$ cat src/design/iaq_pkg.sv
// shared widths, command and status codes and cell control type for the indexed array list
package iaq_pkg;

   localparam int WORD_W   = 32;
   localparam int CMD_W    = 3;
   localparam int POS_W    = 6;
   localparam int STATUS_W = 2;
   localparam int LEN_W    = 7;

   localparam logic [CMD_W-1:0] CMD_READ   = 3'd0;
   localparam logic [CMD_W-1:0] CMD_WRITE  = 3'd1;
   localparam logic [CMD_W-1:0] CMD_APPEND = 3'd2;
   localparam logic [CMD_W-1:0] CMD_INSERT = 3'd3;
   localparam logic [CMD_W-1:0] CMD_REMOVE = 3'd4;

   localparam logic [STATUS_W-1:0] ST_OK    = 2'd0;
   localparam logic [STATUS_W-1:0] ST_RANGE = 2'd1;
   localparam logic [STATUS_W-1:0] ST_FULL  = 2'd2;

   typedef struct packed {
      logic write_at;
      logic insert_at;
      logic remove_at;
   } iaq_ctrl_type;

endpackage

$ cat src/design/iaq_cell.sv
// one storage cell of the list: holds a word and shifts with its neighbours
module iaq_cell
   import iaq_pkg::*;
#(
   parameter int IDX_W = 6,
   parameter int INDEX = 0
) (
   input  logic                     clock,
   input  iaq_ctrl_type             ctrl,
   input  logic [IDX_W-1:0]         target,
   input  logic signed [WORD_W-1:0] word,
   input  logic signed [WORD_W-1:0] left_word,
   input  logic signed [WORD_W-1:0] right_word,
   output logic signed [WORD_W-1:0] data,
   output logic signed [WORD_W-1:0] tap
);

   logic signed [WORD_W-1:0] data_ff;
   logic signed [WORD_W-1:0] data_in;
   logic                     at;
   logic                     above;

   assign at    = (target == IDX_W'(INDEX));
   assign above = (target < IDX_W'(INDEX));

   always_comb begin
      data_in = data_ff;
      if (ctrl.write_at && at) begin
         data_in = word;
      end
      if (ctrl.insert_at) begin
         if (at) begin
            data_in = word;
         end else if (above) begin
            data_in = left_word;
         end
      end
      if (ctrl.remove_at && (at || above)) begin
         data_in = right_word;
      end
   end

   always_ff @(posedge clock) begin
      data_ff <= data_in;
   end

   assign data = data_ff;
   assign tap  = at ? data_ff : '0;

endmodule

$ cat config.mk
export PLATFORM = sky130hd
export DESIGN_NAME = iaq_cell
export DESIGN_NICKNAME = d
export VERILOG_FILES = /design/src/design/iaq_pkg.sv /design/src/design/iaq_cell.sv
export SDC_FILE = /design/constraint.sdc
export NUM_CORES = 1
export LEC_CHECK = 0
export BUFFER_PORTS_ARGS = -buffer_cell sky130_fd_sc_hd__buf_2
export CAP_MARGIN = 20
export CORE_MARGIN = 1
export CORE_UTILIZATION = 36
export CTS_CLUSTER_SIZE = 12
export DETAILED_ROUTE_END_ITERATION = 8
export PLACE_DENSITY = 0.79
export SYNTH_ARGS = -nofsm -noshare
export SYNTH_HDL_FRONTEND = slang
export SYNTH_SLANG_ARGS = --single-unit
$ cat constraint.sdc
create_clock -name clock -period 2.2 [get_ports clock]
set_input_delay 0.66 -clock clock [delete_from_list [all_inputs] [get_ports clock]]
set_output_delay 0.66 -clock clock [all_outputs]
set_load 0.03 [all_outputs]
==> results of run 1 <==
[repair_timing]
action,4_1_cts,5_1_grt
resized for setup,67,1
endpoints found under the setup margin,32,32
gates cloned,1,1
pin swaps,6,1
setup buffers,3,5
endpoints found under the hold margin,0,0
[synth_stat cells]
| cell | number |
|---|---|
| a22oi_1 | 1 |
| a41oi_1 | 31 |
| and3_1 | 32 |
| buf_2 | 4 |
| buf_4 | 1 |
| buf_6 | 6 |
| clkbuf_1 | 26 |
| dfxtp_1 | 32 |
| inv_1 | 31 |
| nand2_1 | 1 |
| nor2_1 | 1 |
| nor2b_1 | 1 |
| nor3_1 | 31 |
| nor3_4 | 1 |
| nor4_1 | 1 |
| o211ai_1 | 1 |
| o221a_2 | 31 |
| o2bb2ai_1 | 1 |
| or2_1 | 1 |
| or3_1 | 31 |
| or3b_1 | 1 |
| or4_4 | 1 |
[power breakdown]
part / internal (mW) / leakage [nW] / switching [mW]
combinational: 0.228 / 1.35 / 0.298
sequential: 0.638 / 0.262 / 0.0607
clock: 0.255 / 0.0455 / 0.210
total: 1.12 / 1.66 / 0.568
[logic make-up (layout without fill, tap and decap cells)]
logic type             after synthesis  after routing  share of synthesized area [%]
and+or+nand+nor                    102            102                           27.7
buffers and inverters               68            210                           14.0
AOI/OAI and AO/OA                   65             65                           29.2
DFF                                 32             32                           29.0
[layer usage]
metal	vias up	routed length, µm	GRT usage, %
li1	1320	-	-
met1	1350	3480	31.1
met3	11	706	4.77
met5	-	0	0
met4	0	108	8.57
met2	187	3960	43.8
[path summary, 6_finish.rpt]
kind | to | cells past startpoint | slack, ns
worst max-delay path | tap[15] | 6 | -0.18
worst min-delay path | data[30] | 1 | 0.52
worst max register to register | data[28] | 3 | 1.23
worst min register to register | data[30] | 1 | 0.52
[stage by stage]
stage          hold WS, ns  instance area (µm²)  std cells  TNS, ns  total power [mW]
3_5_place_dp         0.502                 3220        466    -8.55              1.21
6_report             0.516                 3640        484    -5.09              1.69
3_3_place_gp         0.480                 3220        466    -7.98              1.20
5_1_grt              0.521                 3640        484    -6.14              1.78
4_1_cts              0.511                 3570        478    -4.56              1.69
2_1_floorplan        0.606                 2390        267        0              1.01
[critical path: cells and delay by family]
family	cells	cell delay, ns
buf+inv	4	0.57
simple gates	2	0.47
[area by class of cell]
| cell class | instances | area [µm²] |
|---|---|---|
| clock buffers | 8 | 90.1 |
| repair buffers | 171 | 1260 |
| flip-flops and latches | 32 | 641 |
| inverters | 31 | 116 |
| multi-input cells | 167 | 1440 |
| fillers | 518 | 2280 |
| well taps | 75 | 93.8 |
==> impl_metrics.env, run 1 <==
export IMPL_period_needed_ns=2.38
export IMPL_cap_violations=0
export IMPL_die_area_um2=6440
export IMPL_fmax_mhz=421
export IMPL_yosysTopAreaCell="dfxtp_1"
export IMPL_synth_seq_area_share_pct=29.0
export IMPL_drive_gt1_share_pct=59.7
export IMPL_grtUsageTotal_pct=25.3
export IMPL_antenna_cells=0
export IMPL_start_util_pct=37.3
export IMPL_dpl_hpwl_um=4930
export IMPL_final_cell_mix="buf_2 (103), buf_6 (33), and3_4 (32), dfxtp_1 (32)"
export IMPL_grt_pass1_vias=2676
export IMPL_yosysWarningCount=0
export IMPL_die_x_um=80.3
export IMPL_clk_pin_slew_ns=0.06
export IMPL_power_density_nw_per_um2=464
export IMPL_maxSlewHeadroom_pct=73.1
export IMPL_numCtsBuffers=5
export IMPL_cp_slowest_cell="nor4_4"
export IMPL_ioPinCount=170
export IMPL_mostFrequentLayoutCell="buf_2"
export IMPL_cts_buffer_depth=2
export IMPL_vias=2868
export IMPL_worst_slack_ns=-0.176
export IMPL_synth_seq_cells=32
export IMPL_fin_util_pct=61.4
export IMPL_clock_sinks=32
export IMPL_synth_distinct_cells=22
export IMPL_h_tree_depth=2
export IMPL_required_ns=1.54
export IMPL_syn_cell_area_um2=2210
export IMPL_violations="negative setup slack"
export IMPL_cts_root_buf="clkbuf_8"
export IMPL_largest_reg_flops=32
export IMPL_slowest_delay_ns=0.28
export IMPL_critPathLaunchType="input pin"
export IMPL_avgRoutedWirePerCell_um=17.0
export IMPL_status="finished with violations"
export IMPL_cts_tree="done"
export IMPL_crit_chain="buf_8 -> nor4_4 -> buf_4 -> buf_12 -> and3_4 -> buf_6"
export IMPL_layout_nets=514
export IMPL_timing_critical_path_from="target[0]"
export IMPL_place_gp_congestion=0.753
export IMPL_p_leak_nw=1.66
export IMPL_port_buffers=137
export IMPL_finalMaxSlewViolations=0
export IMPL_crit_path_end_kind="primary output"
export IMPL_peakVddDrop_mv=0.270
export IMPL_insertion_delay_ns=0.27
export IMPL_cp_max_fo=13
export IMPL_routed_via_density=5.93
export IMPL_syn_num_nets=373
export IMPL_drtIter0Drc=149
export IMPL_synthToLayoutAreaGrowth_pct=64.9
export IMPL_min_from="data[30]"
export IMPL_worst_ep_arrival_time_ns=1.72
export IMPL_synthCells=267
export IMPL_grt_max_degree=35
export IMPL_skew_ns=0
export IMPL_dr_pass1_iters=5
export IMPL_ctsHoldBuffers=0
export IMPL_rows=28
export IMPL_syn_area_per_cell_um2=8.26
export IMPL_rsz0062_at_grt="true"
export IMPL_r2r_start="data[28]"
export IMPL_antenna_found_initial=0
export IMPL_place_ws_ns=-0.290
export IMPL_coreArea_um2=5920
export IMPL_drc_errors=0
export IMPL_grt_first_pass_wirelength_um=12600
export IMPL_synth_top_area_share_pct=29.0
export IMPL_hold_viol=0
export IMPL_hp_class="flop to flop"
export IMPL_dieHeight_um=80.3
export IMPL_setup_viol=32
export IMPL_route_final_wire_length_um=8250
export IMPL_period_share_pct=108
export IMPL_crit_type="input pin to primary output"
export IMPL_worst_pin_slew_ns=0.404
export IMPL_postRouteAntennaNets=0
export IMPL_synth_area_top_cells="dfxtp_1 (29%), o221a_2 (16%), a41oi_1 (12%)"
export IMPL_gr_total_overflow=0
Power figures use the tool's default switching activity.
==> run 2, diff against run 1 <==
--- a/config.mk
+++ b/config.mk
@@ -12,6 +12,8 @@
 export CTS_CLUSTER_SIZE = 12
 export DETAILED_ROUTE_END_ITERATION = 8
 export PLACE_DENSITY = 0.79
+export RECOVER_POWER = 100
+export SETUP_SLACK_MARGIN = 0.05
 export SYNTH_ARGS = -nofsm -noshare
 export SYNTH_HDL_FRONTEND = slang
 export SYNTH_SLANG_ARGS = --single-unit
==> run 2 against run 1 <==
  * The run still ends with negative setup slack left
  * Clock skew is the same
  * Worst setup slack gained 0.024 ns
  * Die area is the same
  * Routed wire length shrank 0.68%
  * Critical path type unchanged
  * Largest cell class unchanged
  * Highest routed layer unchanged
==> impl_metrics.env, run 2 (synthesis gave the netlist of run 1 again) <==
export IMPL_final_area_um2=3520
export IMPL_power_frac_comb_pct=29.7
export IMPL_hold_end="data[30]"
export IMPL_port_buffers=137
export IMPL_final_cell_mix="buf_2 (71), buf_6 (35), clkbuf_1 (34)"
export IMPL_avgRoutedWirePerCell_um=17.1
export IMPL_internal_power_mw=1.10
export IMPL_postRouteAntennaNets=0
export IMPL_peakVddDrop_mv=0.230
export IMPL_vias=2774
export IMPL_drtIter0Drc=172
export IMPL_reg2reg_slack_ns=1.26
export IMPL_seq_power_share_pct=41.9
export IMPL_clk_pin_slew_ns=0.07
export IMPL_die_x_um=80.3
export IMPL_worst_pin_slew_ns=0.397
export IMPL_r2r_end="data[29]"
export IMPL_grtUsageTotal_pct=25.8
export IMPL_cts_buffer_depth=2
export IMPL_required_ns=1.54
export IMPL_critical_path_top_delay_family="buffers and inverters"
export IMPL_placed_area_um2=3180
export IMPL_timing_critical_path_from="target[0]"
export IMPL_grt_first_pass_wirelength_um=12900
export IMPL_finalMaxSlewViolations=0
export IMPL_route_final_wire_length_um=8190
export IMPL_cap_violations=0
export IMPL_drc_errors=0
export IMPL_worst_slack_ns=-0.153
export IMPL_rsz0062_at_grt="true"
export IMPL_fmax_mhz=425
export IMPL_period_needed_ns=2.35
export IMPL_synthToLayoutAreaGrowth_pct=59.4
export IMPL_hold_depth=1
export IMPL_dr_pass1_iters=4
export IMPL_rows=28
export IMPL_cts_root_buf="clkbuf_8"
export IMPL_fill_cells=553
export IMPL_p_leak_nw=1.49
export IMPL_met2_length_um=3930
export IMPL_clkPwrFrac_pct=28.4
export IMPL_antenna_cells=0
export IMPL_slowest_delay_ns=0.27
export IMPL_r2r_start="data[29]"
export IMPL_setup_viol=32
export IMPL_sw_frac_of_total_pct=34.3
export IMPL_cp_slowest_cell="nor4_4"
export IMPL_dieHeight_um=80.3
export IMPL_grt_pass1_vias=2583
export IMPL_wl_met1_um=3610
export IMPL_violations="negative setup slack"
export IMPL_r2r_cells=3
export IMPL_mostFrequentLayoutCell="buf_2"
export IMPL_cts_tree="done"
export IMPL_cp_max_fo=13
export IMPL_grt_max_degree=35
export IMPL_skew_ns=0
export IMPL_crit_path_end_kind="primary output"
export IMPL_hp_class="flop to flop"
export IMPL_maxSlewHeadroom_pct=73.5
export IMPL_ioPinCount=170
export IMPL_layout_nets=509
export IMPL_top_layer="met4"
export IMPL_power_density_nw_per_um2=476
export IMPL_clock_sinks=32
export IMPL_wl_met3_um=561
export IMPL_ctsHoldBuffers=0
export IMPL_numCtsBuffers=5
export IMPL_critPathLaunchType="input pin"
export IMPL_min_from="data[30]"
export IMPL_place_ws_ns=-0.293
export IMPL_h_tree_depth=2
export IMPL_period_share_pct=107
export IMPL_status="finished with violations"
export IMPL_crit_top_cell="buf_6"
export IMPL_hold_viol=0
export IMPL_drive_gt1_share_pct=51.2
export IMPL_switching_power_uw=575
export IMPL_dpl_hpwl_um=5160
export IMPL_insertion_delay_ns=0.28
export IMPL_start_util_pct=37.3
export IMPL_crit_type="input pin to primary output"
export IMPL_routed_via_density=5.79
export IMPL_total_power_mw=1.67
export IMPL_path_buf_inv=4
export IMPL_place_gp_congestion=0.731
export IMPL_antenna_found_initial=0
export IMPL_gr_total_overflow=0
export IMPL_largest_reg_flops=32
export IMPL_crit_chain="buf_6 -> nor4_4 -> buf_6 -> buf_12 -> and3_4 -> buf_6"
export IMPL_die_area_um2=6440
export IMPL_coreArea_um2=5920
export IMPL_worst_ep_arrival_time_ns=1.69
## run 2: cell types whose count changed in the layout (fill, tap and decap cells not counted), sizes merged
| cell | change |
|---|---|
| buf | -38 |
| clkbuf | +33 |
## run 2: worst reg2reg max path: cells and delay by family (launching register included)
family,cells,cell delay [ns]
flip-flops,1,0.35
AO/OA/AOI/OAI,2,0.33
AND/OR/NAND/NOR,1,0.16
## run 2: area by class of cell
cell class	instances	area, µm²	area share, %
Clock buffer	8	90.1	2.56
Inverter	31	116	3.31
Multi-Input combinational cell	167	1430	40.7
Sequential cell	32	641	18.2
Tap cell	75	93.8	2.67
Timing Repair Buffer	166	1140	32.5
## run 2: how the worst max path moves through the flow
stage / cells after the start / end / slack (ns)
2_1_floorplan: 4 / tap[10] / 0.04
3_3_place_gp: 5 / tap[6] / -0.26
3_5_place_dp: 5 / tap[27] / -0.29
5_1_grt: 6 / tap[21] / -0.21
4_1_cts: 6 / tap[27] / -0.13
6_report: 6 / tap[16] / -0.15
## run 2: per-layer routing
metal	up-vias	global-route usage, %
li1	1312	-
met1	1309	33.1
met2	143	42.8
met3	10	4.89
met4	0	8.75
met5	-	0
## run 2: power by group through the flow
stage                     logic [mW]  clock network [mW]  registers [mW]
after floorplan                0.204                   0           0.814
after CTS                      0.514               0.481           0.696
after global routing           0.536               0.506           0.708
final                          0.497               0.475           0.701
after detailed placement       0.497                   0           0.708
after global placement         0.486                   0           0.705
## run 2: repair_timing
action                     in CTS  in global routing
pin swaps                       1                  0
buffers inserted                5                  0
setup endpoints to repair      32                 32
gates resized for setup        79                  0
gates cloned                    2                  0
## run 2: metrics by stage
stage	instances	utilization (%)	hold WS [ns]	TNS (ns)
3_5_place_dp	464	53.7	0.486	-9.89
2_1_floorplan	267	-	0.606	0
6_report	479	59.4	0.496	-4.23
4_1_cts	479	60.4	0.495	-3.70
5_1_grt	479	59.4	0.508	-6.26
3_3_place_gp	464	53.7	0.471	-8.49
